## src/rtl/sqop_pkg.sv

```systemverilog
// Shared constants, types and helper functions for the sqrt(1+x) series block.
// No dependencies; used by the datapath, controller, top level and checker.
`default_nettype none

package sqop_pkg;

	localparam int MAX_TERMS = 64;
	localparam int FRAC_BITS = 16;

	// fixed field widths
	localparam int X_W     = 18;
	localparam int OUT_W   = 18;
	localparam int TC_W    = 7;
	localparam int PIN_W   = 16;
	localparam int USED_W  = 7;
	localparam int CFG_IDX_W = 2;
	localparam int CFG_DAT_W = 16;

	localparam int TERM_W    = FRAC_BITS + 3;
	localparam int CNT_W     = $clog2(MAX_TERMS + 1);
	localparam int COEF_W    = CNT_W + 2;
	localparam int PROD1_W   = TERM_W + X_W;
	localparam int PROD2_W   = PROD1_W + COEF_W;
	// term update divides by 2i * 2^16 = i * 2^17
	localparam int DEN_SHIFT = 17;
	localparam int MAG_W     = PROD2_W - DEN_SHIFT;
	localparam int DIV_STEPS = (MAG_W + 1) / 2;
	localparam int DIV_W     = 2 * DIV_STEPS;
	localparam int DSTEP_W   = $clog2(DIV_STEPS);
	localparam int SUM_W     = TERM_W + $clog2(MAX_TERMS) + 1;
	localparam int PREC_W    = (FRAC_BITS > PIN_W) ? FRAC_BITS : PIN_W;
	localparam int PREC_UP   = (FRAC_BITS >= 16) ? FRAC_BITS - 16 : 0;
	localparam int PREC_DN   = (FRAC_BITS < 16) ? 16 - FRAC_BITS : 0;
	localparam int DCMP_W    = ((TERM_W + 1) > PREC_W) ? TERM_W + 1 : PREC_W;
	localparam int CONV_W    = SUM_W + 17;
	localparam int CMP_W     = ((CNT_W > TC_W) ? CNT_W : TC_W) + 1;

	localparam logic [TERM_W-2:0] TERM_LIM = '1;
	localparam logic signed [TERM_W-1:0] TERM_ONE = {3'b001, {FRAC_BITS{1'b0}}};

	localparam logic [CFG_IDX_W-1:0] REG_STOP_MODE  = 2'd0;
	localparam logic [CFG_IDX_W-1:0] REG_TERM_COUNT = 2'd1;
	localparam logic [CFG_IDX_W-1:0] REG_PRECISION  = 2'd2;

	localparam logic MODE_PRECISION = 1'b0;
	localparam logic MODE_COUNT     = 1'b1;

	localparam logic [TC_W-1:0]  TC_RESET   = 7'd1;
	localparam logic [PIN_W-1:0] PREC_RESET = 16'd66;

	typedef struct packed {
		logic load;
		logic mul1;
		logic mul2;
		logic div_init;
		logic div_step;
		logic acc;
		logic cap_set;
	} dp_cmd_t;

	typedef struct packed {
		logic             diff_ok;
		logic [CNT_W-1:0] used;
	} dp_stat_t;

	typedef enum logic [7:0] {
		S_IDLE  = 8'b0000_0001,
		S_MUL1  = 8'b0000_0010,
		S_MUL2  = 8'b0000_0100,
		S_DIVI  = 8'b0000_1000,
		S_DIV   = 8'b0001_0000,
		S_ACC   = 8'b0010_0000,
		S_CHECK = 8'b0100_0000,
		S_FIN   = 8'b1000_0000
	} state_t;

	// bring the Q0.16 precision register to the internal fraction scale
	function automatic logic [PREC_W-1:0] prec_scale(input logic [PIN_W-1:0] p);
		logic [PREC_W-1:0] r;
		r = PREC_W'(p);
		r = r << PREC_UP;
		r = r >> PREC_DN;
		return r;
	endfunction

	// bring the sum to Q2.16 (truncate toward zero) and saturate
	function automatic logic signed [OUT_W-1:0] to_q16(input logic signed [SUM_W-1:0] s);
		logic signed [CONV_W-1:0] v;
		logic signed [CONV_W-1:0] bias;
		v = CONV_W'(s);
		bias = '0;
		if (v[CONV_W-1])
			bias = CONV_W'((64'sd1 <<< PREC_UP) - 64'sd1);
		v = (v + bias) >>> PREC_UP;
		v = v <<< PREC_DN;
		if (v > CONV_W'(131071))
			v = CONV_W'(131071);
		else if (v < CONV_W'(-131072))
			v = CONV_W'(-131072);
		return OUT_W'(v);
	endfunction

endpackage

`default_nettype wire

```

## src/rtl/sqop_datapath.sv

```systemverilog
// Datapath of the sqrt(1+x) series block: term registers, two multiply stages,
// radix-4 restoring divider by the term index, accumulator. Uses sqop_pkg.
`default_nettype none

module sqop_datapath (
	input  wire logic                                clk,
	input  wire sqop_pkg::dp_cmd_t                   cmd,
	input  wire logic signed [sqop_pkg::X_W-1:0]     x_value,
	input  wire logic [sqop_pkg::PIN_W-1:0]          precision,
	output sqop_pkg::dp_stat_t                       stat,
	output logic signed [sqop_pkg::OUT_W-1:0]        sum_out,
	output logic                                     cap_out
);

	logic signed [sqop_pkg::X_W-1:0]     x_q;
	logic signed [sqop_pkg::TERM_W-1:0]  cur_q;
	logic signed [sqop_pkg::TERM_W-1:0]  prev_q;
	logic signed [sqop_pkg::SUM_W-1:0]   sum_q;
	logic [sqop_pkg::CNT_W-1:0]          i_q;
	logic signed [sqop_pkg::PROD1_W-1:0] prod1_q;
	logic signed [sqop_pkg::PROD2_W-1:0] prod2_q;
	logic [sqop_pkg::DIV_W-1:0]          dvd_q;
	logic [sqop_pkg::CNT_W-1:0]          rem_q;
	logic                                sign_q;
	logic                                cap_q;

	logic signed [sqop_pkg::COEF_W-1:0]  coef;
	logic [sqop_pkg::PROD2_W-1:0]        mag_abs;
	logic [sqop_pkg::CNT_W:0]            trial;
	logic [sqop_pkg::CNT_W-1:0]          rem_n;
	logic [sqop_pkg::DIV_W-1:0]          dvd_n;
	logic [sqop_pkg::TERM_W-2:0]         q_mag;
	logic signed [sqop_pkg::TERM_W-1:0]  t_next;
	logic signed [sqop_pkg::TERM_W:0]    diff;
	logic [sqop_pkg::TERM_W:0]           diff_abs;
	logic                                diff_ok;

	// (3 - 2i)
	assign coef = sqop_pkg::COEF_W'(3) - {1'b0, i_q, 1'b0};

	assign mag_abs = prod2_q[sqop_pkg::PROD2_W-1] ?
		(~prod2_q + sqop_pkg::PROD2_W'(1)) : prod2_q;

	// two restoring steps per cycle; quotient bits shift in at the bottom
	always_comb begin
		rem_n = rem_q;
		dvd_n = dvd_q;
		trial = '0;
		for (int k = 0; k < 2; k++) begin
			trial = {rem_n, dvd_n[sqop_pkg::DIV_W-1]};
			dvd_n = {dvd_n[sqop_pkg::DIV_W-2:0], 1'b0};
			if (trial >= {1'b0, i_q}) begin
				trial = trial - {1'b0, i_q};
				dvd_n[0] = 1'b1;
			end
			rem_n = trial[sqop_pkg::CNT_W-1:0];
		end
	end

	// clamp quotient magnitude, then restore sign
	assign q_mag = (|dvd_q[sqop_pkg::DIV_W-1:sqop_pkg::TERM_W-1]) ?
		sqop_pkg::TERM_LIM : dvd_q[sqop_pkg::TERM_W-2:0];
	assign t_next = sign_q ? -$signed({1'b0, q_mag}) : $signed({1'b0, q_mag});

	assign diff = (sqop_pkg::TERM_W+1)'(cur_q) - (sqop_pkg::TERM_W+1)'(prev_q);
	assign diff_abs = diff[sqop_pkg::TERM_W] ? (~diff + 1'b1) : diff;

	always_ff @(posedge clk) begin
		if (cmd.load) begin
			x_q   <= x_value;
			cur_q <= sqop_pkg::TERM_ONE;
			sum_q <= sqop_pkg::SUM_W'(sqop_pkg::TERM_ONE);
			i_q   <= sqop_pkg::CNT_W'(1);
			cap_q <= 1'b0;
		end
		if (cmd.mul1)
			prod1_q <= cur_q * x_q;
		if (cmd.mul2)
			prod2_q <= prod1_q * coef;
		if (cmd.div_init) begin
			sign_q <= prod2_q[sqop_pkg::PROD2_W-1];
			dvd_q  <= sqop_pkg::DIV_W'(mag_abs[sqop_pkg::PROD2_W-1:sqop_pkg::DEN_SHIFT]);
			rem_q  <= '0;
		end
		if (cmd.div_step) begin
			dvd_q <= dvd_n;
			rem_q <= rem_n;
		end
		if (cmd.acc) begin
			prev_q <= cur_q;
			cur_q  <= t_next;
			sum_q  <= sum_q + sqop_pkg::SUM_W'(t_next);
			i_q    <= i_q + sqop_pkg::CNT_W'(1);
		end
		if (cmd.cap_set)
			cap_q <= 1'b1;
	end

	assign diff_ok = sqop_pkg::DCMP_W'(diff_abs) <=
		sqop_pkg::DCMP_W'(sqop_pkg::prec_scale(precision));
	assign stat      = '{diff_ok: diff_ok, used: i_q};
	assign sum_out   = sqop_pkg::to_q16(sum_q);
	assign cap_out   = cap_q;

endmodule

`default_nettype wire

```

## src/rtl/sqop_ctrl.sv

```systemverilog
// Controller of the sqrt(1+x) series block: one-hot sequencer over the
// multiply, divide and accumulate steps, and the stop decision. Uses sqop_pkg.
`default_nettype none

module sqop_ctrl (
	input  wire logic                          clk,
	input  wire logic                          arst_n,
	input  wire logic                          in_valid,
	output logic                               in_ready,
	input  wire logic                          stop_mode,
	input  wire logic [sqop_pkg::TC_W-1:0]     term_count,
	input  wire logic                          out_free,
	input  wire sqop_pkg::dp_stat_t            stat,
	output sqop_pkg::dp_cmd_t                  cmd,
	output logic                               result_load
);

	sqop_pkg::state_t state_q, state_n;
	logic [sqop_pkg::DSTEP_W-1:0] step_q;
	logic [sqop_pkg::CMP_W-1:0]   tc_w, lim, used_w;
	logic                         count_done;

	assign tc_w = sqop_pkg::CMP_W'(term_count);
	assign lim  = (tc_w == '0) ? sqop_pkg::CMP_W'(1) :
		(tc_w > sqop_pkg::CMP_W'(sqop_pkg::MAX_TERMS)) ?
		sqop_pkg::CMP_W'(sqop_pkg::MAX_TERMS) : tc_w;
	assign used_w     = sqop_pkg::CMP_W'(stat.used);
	assign count_done = used_w >= lim;

	always_comb begin
		state_n     = state_q;
		cmd         = '0;
		in_ready    = 1'b0;
		result_load = 1'b0;
		case (state_q)
			sqop_pkg::S_IDLE: begin
				in_ready = 1'b1;
				if (in_valid) begin
					cmd.load = 1'b1;
					if (stop_mode == sqop_pkg::MODE_COUNT && lim <= sqop_pkg::CMP_W'(1))
						state_n = sqop_pkg::S_FIN;
					else
						state_n = sqop_pkg::S_MUL1;
				end
			end
			sqop_pkg::S_MUL1: begin
				cmd.mul1 = 1'b1;
				state_n  = sqop_pkg::S_MUL2;
			end
			sqop_pkg::S_MUL2: begin
				cmd.mul2 = 1'b1;
				state_n  = sqop_pkg::S_DIVI;
			end
			sqop_pkg::S_DIVI: begin
				cmd.div_init = 1'b1;
				state_n      = sqop_pkg::S_DIV;
			end
			sqop_pkg::S_DIV: begin
				cmd.div_step = 1'b1;
				if (step_q == sqop_pkg::DSTEP_W'(sqop_pkg::DIV_STEPS - 1))
					state_n = sqop_pkg::S_ACC;
			end
			sqop_pkg::S_ACC: begin
				cmd.acc = 1'b1;
				state_n = sqop_pkg::S_CHECK;
			end
			sqop_pkg::S_CHECK: begin
				if (stop_mode == sqop_pkg::MODE_COUNT) begin
					state_n = count_done ? sqop_pkg::S_FIN : sqop_pkg::S_MUL1;
				end else if (stat.diff_ok) begin
					state_n = sqop_pkg::S_FIN;
				end else if (used_w >= sqop_pkg::CMP_W'(sqop_pkg::MAX_TERMS)) begin
					cmd.cap_set = 1'b1;
					state_n     = sqop_pkg::S_FIN;
				end else begin
					state_n = sqop_pkg::S_MUL1;
				end
			end
			sqop_pkg::S_FIN: begin
				// hold until the output register can take the result
				if (out_free) begin
					result_load = 1'b1;
					state_n     = sqop_pkg::S_IDLE;
				end
			end
			default: begin
				state_n = sqop_pkg::S_IDLE;
			end
		endcase
	end

	always_ff @(posedge clk or negedge arst_n) begin
		if (!arst_n) begin
			state_q <= sqop_pkg::S_IDLE;
			step_q  <= '0;
		end else begin
			state_q <= state_n;
			if (cmd.div_init)
				step_q <= '0;
			else if (cmd.div_step)
				step_q <= step_q + sqop_pkg::DSTEP_W'(1);
		end
	end

endmodule

`default_nettype wire

```

## src/rtl/sqrt_one_plus_x_series.sv

```systemverilog
// Each term after the first runs through the multiply steps, a divide setup, the divide
// steps at two quotient bits each, an accumulate and a stop check. Only one request is
// in flight; the next is taken once the result sits in the output register.
// Async reset idles the controller, clears out_valid and loads the register defaults.
// Top level: config registers, output register, controller and datapath.
// Depends on sqop_pkg, sqop_ctrl, sqop_datapath.
`default_nettype none

module sqrt_one_plus_x_series (
	input  wire logic                                  clk,
	input  wire logic                                  arst_n,
	input  wire logic                                  cfg_valid,
	output logic                                       cfg_ready,
	input  wire logic [sqop_pkg::CFG_IDX_W-1:0]        cfg_index,
	input  wire logic [sqop_pkg::CFG_DAT_W-1:0]        cfg_data,
	input  wire logic                                  in_valid,
	output logic                                       in_ready,
	input  wire logic signed [sqop_pkg::X_W-1:0]       x_value,
	output logic                                       out_valid,
	input  wire logic                                  out_ready,
	output logic signed [sqop_pkg::OUT_W-1:0]          sum_value,
	output logic [sqop_pkg::USED_W-1:0]                terms_used,
	output logic                                       cap_reached
);

	logic                           stop_mode_q;
	logic [sqop_pkg::TC_W-1:0]      term_count_q;
	logic [sqop_pkg::PIN_W-1:0]     precision_q;

	logic                                out_valid_q;
	logic signed [sqop_pkg::OUT_W-1:0]   sum_q;
	logic [sqop_pkg::USED_W-1:0]         used_q;
	logic                                cap_q;

	sqop_pkg::dp_cmd_t              cmd;
	sqop_pkg::dp_stat_t             stat;
	logic signed [sqop_pkg::OUT_W-1:0] dp_sum;
	logic                           dp_cap;
	logic                           out_free;
	logic                           result_load;

	assign cfg_ready = 1'b1;

	always_ff @(posedge clk or negedge arst_n) begin
		if (!arst_n) begin
			stop_mode_q  <= sqop_pkg::MODE_PRECISION;
			term_count_q <= sqop_pkg::TC_RESET;
			precision_q  <= sqop_pkg::PREC_RESET;
		end else if (cfg_valid) begin
			case (cfg_index)
				sqop_pkg::REG_STOP_MODE:  stop_mode_q  <= cfg_data[0];
				sqop_pkg::REG_TERM_COUNT: term_count_q <= cfg_data[sqop_pkg::TC_W-1:0];
				sqop_pkg::REG_PRECISION:  precision_q  <= cfg_data[sqop_pkg::PIN_W-1:0];
				default: begin
					// drop writes to unknown registers
				end
			endcase
		end
	end

	assign out_free = !out_valid_q || out_ready;

	sqop_ctrl u_ctrl (
		.clk         (clk),
		.arst_n      (arst_n),
		.in_valid    (in_valid),
		.in_ready    (in_ready),
		.stop_mode   (stop_mode_q),
		.term_count  (term_count_q),
		.out_free    (out_free),
		.stat        (stat),
		.cmd         (cmd),
		.result_load (result_load)
	);

	sqop_datapath u_dp (
		.clk       (clk),
		.cmd       (cmd),
		.x_value   (x_value),
		.precision (precision_q),
		.stat      (stat),
		.sum_out   (dp_sum),
		.cap_out   (dp_cap)
	);

	always_ff @(posedge clk or negedge arst_n) begin
		if (!arst_n) begin
			out_valid_q <= 1'b0;
		end else if (result_load) begin
			out_valid_q <= 1'b1;
		end else if (out_ready) begin
			out_valid_q <= 1'b0;
		end
	end

	always_ff @(posedge clk) begin
		if (result_load) begin
			sum_q  <= dp_sum;
			used_q <= sqop_pkg::USED_W'(stat.used);
			cap_q  <= dp_cap;
		end
	end

	assign out_valid   = out_valid_q;
	assign sum_value   = sum_q;
	assign terms_used  = used_q;
	assign cap_reached = cap_q;

endmodule

`default_nettype wire

```

## config.mk

```make
export PLATFORM = sky130hd
export DESIGN_NAME = sqrt_one_plus_x_series
export DESIGN_NICKNAME = d
export VERILOG_FILES = /design/src/rtl/sqop_pkg.sv /design/src/rtl/sqop_datapath.sv /design/src/rtl/sqop_ctrl.sv /design/src/rtl/sqrt_one_plus_x_series.sv
export SDC_FILE = /design/constraint.sdc
export NUM_CORES = 2
export LEC_CHECK = 0
export ABC_CLOCK_PERIOD_IN_PS = 10100
export BUFFER_PORTS_ARGS = -buffer_cell sky130_fd_sc_hd__buf_4
export CORE_ASPECT_RATIO = 1.4
export CORE_MARGIN = 1
export CORE_UTILIZATION = 45
export DETAILED_ROUTE_END_ITERATION = 7
export GPL_ROUTABILITY_DRIVEN = 0
export GPL_TIMING_DRIVEN = 0
export HOLD_SLACK_MARGIN = 0.05
export SYNTH_ARGS = -nofsm -noshare
export SYNTH_HDL_FRONTEND = slang
export SYNTH_SLANG_ARGS = --single-unit
```

## constraint.sdc

```tcl
create_clock -name clk -period 10.1 [get_ports clk]
set_input_delay 1.01 -clock clk [delete_from_list [all_inputs] [get_ports clk]]
set_output_delay 1.01 -clock clk [all_outputs]
set_load 0.005 [all_outputs]
```

**Yosys cells after proc, flatten, opt, wreduce, memory -nomap -nowiden**

Cells that the tools add are included.

- $add $sub $neg: 10
- Multiply operators: 2
- Eq/ne operators: 14
- Shift-type cells: 0
- $lt $le $gt $ge: 9
- Mux-type cells: 48
- Div/mod/pow operators: 0
- Reduce and logical (&&, ||, !) cells: 13
- Bitwise gates (word level): 2

Operator list:

| cell | count |
|---|---|
| 8-bit two-way mux | 9 |
| 8-bit one-hot mux with 8 select lines | 1 |
| 30-bit two-way mux | 2 |
| 19-bit two-way mux | 3 |
| 26-bit two-way mux | 2 |
| 7-bit two-way mux | 7 |
| 46-bit by 2-bit adder with 46-bit output (second input constant) | 1 |
| 37-bit by 9-bit multiplier with 46-bit output | 1 |
| 46-bit two-way mux | 1 |
| 46-bit inverter | 1 |
| 19-bit by 18-bit multiplier with 37-bit output | 1 |
| 18-bit two-way mux | 2 |
| 26-bit by 19-bit adder with 26-bit output | 1 |
| 26-bit by 18-bit > comparator with 1-bit output (second input constant) | 1 |
| 26-bit by 18-bit < comparator with 1-bit output (second input constant) | 1 |
| 20-bit by 1-bit adder with 20-bit output (second input constant) | 1 |
| 20-bit by 16-bit <= comparator with 1-bit output | 1 |
| 20-bit two-way mux | 1 |
| 20-bit inverter | 1 |
| 19-bit by 19-bit subtractor with 20-bit output | 1 |
| 18-bit negator with 19-bit output | 1 |
| 1-bit two-way mux | 18 |
| 8-bit by 7-bit >= comparator with 1-bit output | 2 |
| 7-bit subtractor | 2 |
| other kinds (30) | 36 |

- Bits in read-only memories: 0
- Bits in registers: 274
- Word-level logic and storage cells: 118
- RAM bits: 0
- Memories: 0
- Latch bits: 0
- Input port bits: 41

**Logic depth before layout (Yosys ltp)**

- Word-level depth: 8
- Gate-level depth with buffers: 28
- Gate-level depth less buffers: 26

**By module**

Synthesis repeated with hierarchy kept, for this count alone.

- Cell total of the unflattened synthesis: 3790
- Area, all modules: 37729.9 µm²

By module, submodules not included:

| module | area each (µm²) | cells each | times used |
|---|---|---|---|
| sqop_datapath | 34977.3 | 3607 | 1 |
| sqrt_one_plus_x_series | 1791.7 | 83 | 1 |
| sqop_ctrl | 960.9 | 100 | 1 |

**Worst setup path after synthesis**

Ideal clock, no wire load.

- Path kind: flip-flop to flip-flop
- Start point: register u_dp.i_q[1] (netlist bit)
- End point: register u_dp.prod2_q[45] (netlist bit) (data pin)
- Stages on the path, launching flop included: 28
- Setup time: 260 ps
- Buffers on the path: 2
- Path slack: 2793 ps
- Data arrival time: 7047 ps
- Clock period less this slack: 7307 ps
- Path through: edfxtp_1 clkbuf_1 inv_1 ha_1 nand3_1 xnor2_1 clkbuf_1 nand2_1 fa_1 fa_1 inv_1 fa_1 fa_1 inv_1 fa_1 inv_1 ha_1 o21ai_0 o21ai_0 a31oi_1 o211ai_1 a211oi_1 or3b_2 a211o_1 a31oi_1 a221o_1 a21oi_1 xnor2_1

- Longest elaborated chain between the ends: 2

Ends and longest elaborated chain:

| item | line | text |
|---|---|---|
| from (decl) | sqop_datapath.sv:19 | `logic [sqop_pkg::CNT_W-1:0] i_q;` |
| from (signal assigned) | sqop_datapath.sv:73 | `i_q <= sqop_pkg::CNT_W'(1);` |
| from (signal assigned) | sqop_datapath.sv:93 | `i_q <= i_q + sqop_pkg::CNT_W'(1);` |
| 2-bit by 8-bit subtractor with 9-bit output | sqop_datapath.sv:39 | `assign coef = sqop_pkg::COEF_W'(3) - {1'b0, i_q, 1'b0};` |
| 37-bit by 9-bit multiplier with 46-bit output | sqop_datapath.sv:79 | `prod2_q <= prod1_q * coef;` |
| to (signal assigned) | sqop_datapath.sv:79 |  |
| to (decl) | sqop_datapath.sv:21 | `logic signed [sqop_pkg::PROD2_W-1:0] prod2_q;` |

Every way passes these cells.
A chain may end at the register's enable or synchronous reset.

**Final worst setup path**

Ends and elaborated chain as after synthesis.

==> out/qor.csv <==
metric,value,unit
status,completed,
hold_path.class,in2async,
synth_edf_count,236,
cp_top_family,adder cells,
placementRows,125,
holdBufCountCts,0,
layout_commonest_cell,inv_1,
vias,26500,
grt_pass1_vias,28100,
antenna_found_initial,1,
die_area,0.0847,mm²
ys.flop_type,edfxtp_1,
cts-root-buf,clkbuf_16,
clock_sink_count,274,
slew_violations,0,
coreArea,0.0829,mm²
maxCapViolCount,0,
viasPerCell,5.29,
crit_slowest_cell,edfxtp_1,
grtUsageTotal,23.4,%
post-route-period-util,93.3,%
grt_pass1_wl,153000,µm
cp_max_fo,10,
yosys_warnings,0,
drc,0,
syn-num-nets,4732,
synthSimpleGateAreaFrac,15.3,%
startpoint_type,flop,
hold_viol,0,
path_buf_inv,6,
dp_hpwl,79000,µm
clkTransAtPathRegs,0.07,ns
synth-seq-cells,274,
fill_cells,7882,
synth_cells,3799,
syn2layout_area_growth,7.94,%
max_freq,0.106,GHz
critical_path.max_stage_delay,0.60,ns
portBuffers,68,
async_flop_share,13.5,%
grt-ovfl-total,0,
worst-setup-path-type,reg2reg,
fin_skew,0.0194,ns
first_pass_iters,5,
period_needed,9.43,ns
crit_arrival,9.81,ns
synth_mux_area_share,1.10,%
post_route_cells_drive_above_1_share,5.14,%
synth_area,0.0376,mm²
clk_latency,0.60,ns
multi_input_area,0.0266,mm²
final_cell_mix,"inv_1, fa_1, nand2_1",
worst_slew_pin_slew,1.29,ns
fp.dieW,246,µm
avgSynthCellArea,9.90,µm²
synth_top_family_by_area,adder cells,
wire_per_inst,19.2,µm
relSlewSlack,12.6,%
cts_buffers,29,
worst_ep_required_time,10.49,ns
synth_compound_area_share,7.95,%
synth_xor_area_share,4.22,%
yosysSeqAreaShare,21.4,%
grt_max_degree,38,
register_area,0.00804,mm²
die_y,344,µm
routed_wl,96400,µm
finalSetupTns,0,ns
initial_core_util,45.4,%
cts_tree,done,
nets,4842,
end_kind,flop,
htree_levels,1,
drtAntennaViolNets,0,
ys_types,80,
rsz0062_at_grt,no,
critPathMostFrequentCell,fa_1,
first_iter_violations,1286,
io_pins,70,
yosys.area_share.adder,42.0,%
clk_path_buf_depth,3,
setup_violations,0,
==> routing by layer <==
metal	part of all wire (%)	up-vias	GRT usage (%)	routed length [µm]
met2	53	558	43.9	51500
li1	-	12300	-	-
met1	38	13400	26.9	36700
met3	3.5	215	2.05	3390
met5	0	-	0	0
met4	4.9	0	10.4	4750
==> Yosys cell counts (5+ instances only) <==
master,n,area (µm²)
dfrtp_1,33,826
nor2b_1,37,231
nand3b_1,6,45.0
or3_1,19,119
a211oi_1,15,113
o21bai_1,15,113
o211ai_1,8,60.1
a31oi_1,18,113
o21ai_0,107,536
nor3_1,42,210
inv_1,676,2540
o31ai_1,8,60.1
edfxtp_1,236,7090
nand4_1,11,68.8
a211o_1,5,43.8
and3_1,13,81.3
a21o_1,91,683
nand3_1,25,125
fa_1,615,12300
mux2_2,28,315
o21a_1,23,173
clkbuf_1,124,465
nor4_1,10,62.6
a21oi_1,120,601
and2_1,310,1940
xor2_1,88,771
nand2_1,412,1550
or2_2,14,87.6
ha_1,277,3470
nand2b_1,36,225
xnor2_1,93,815
nor3b_1,13,97.6
nor2_1,161,604
o22ai_1,6,37.5
mux2i_1,10,100
==> worst paths after layout <==
path | startpoint | cells past startpoint | slack, ns | endpoint
setup / recovery | u_dp.i_q[1] | 27 | 0.67 | u_dp.prod2_q[45]
hold / removal | arst_n | 1 | 0.38 | u_ctrl.state_q[2]
setup reg to reg | u_dp.i_q[1] | 27 | 0.67 | u_dp.prod2_q[45]
hold reg to reg | u_dp.cap_out | 0 | 0.43 | cap_reached
max in group asynchronous | arst_n | 1 | 9.33 | precision_q[6]
min in group clk | u_dp.cap_out | 0 | 0.43 | cap_reached
==> sequential cells by signal (all words and copies together) (netlist names) <==
name	flops
u_dp.prev_q	19
sum_value	18
u_dp.i_q	7
out_valid	1
precision_q	16
u_dp.cur_q	19
u_dp.sign_q	1
u_dp.dvd_q	30
term_count_q	7
u_dp.x_q	18
u_ctrl.step_q	4
u_dp.cap_out	1
cap_reached	1
stop_mode_q	1
u_dp.rem_q	7
u_ctrl.state_q	8
u_dp.prod1_q	37
u_dp.sum_q	26
terms_used	7
u_dp.prod2_q	46
==> final cells by class <==
type / count / area share, %
tap: 1079 / 3.33
clock buffer: 42 / 2.06
clock inverter: 11 / 0.170
inverter: 677 / 6.27
buffer: 129 / 1.21
sequential: 274 / 19.8
timing repair buffer: 79 / 1.63
multi-input combinational: 2719 / 65.5
antenna: 1 / 0.00617
==> cells by family after synthesis <==
group                      count (synthesis)
other                                      1
xor gates and xnor gates                 181
DFF                                      274
AOI/OAI and AO/OA                        467
adders and majority gates                892
muxes                                     38
and+or+nand+nor                         1140
buffers and inverters                    806
==> per-stage QoR <==
step | hold WS, ns | area (µm²) | cells | setup WS (ns) | utilization [%]
after floorplan | 0.408 | 37600 | 3799 | 2.79 | -
after global placement | 0.419 | 39500 | 4946 | 0.0542 | 47.6
after detailed placement | 0.418 | 39600 | 4956 | 0.0280 | 47.8
after CTS | 0.379 | 40500 | 5009 | 0.128 | 48.9
after global routing | 0.417 | 40600 | 5010 | 0.291 | 49.0
final | 0.377 | 40600 | 5011 | 0.673 | 49.0
==> timing repair <==
item	CTS	global route
setup buffers	0	0
hold endpoints to repair	0	0
gates cloned	0	0
gates resized for setup	1	10
setup endpoints to repair	1	1
Power is left out: the tool's default activity adds up to more than one toggle a clock period on the data nets, which glitch-free logic cannot reach.
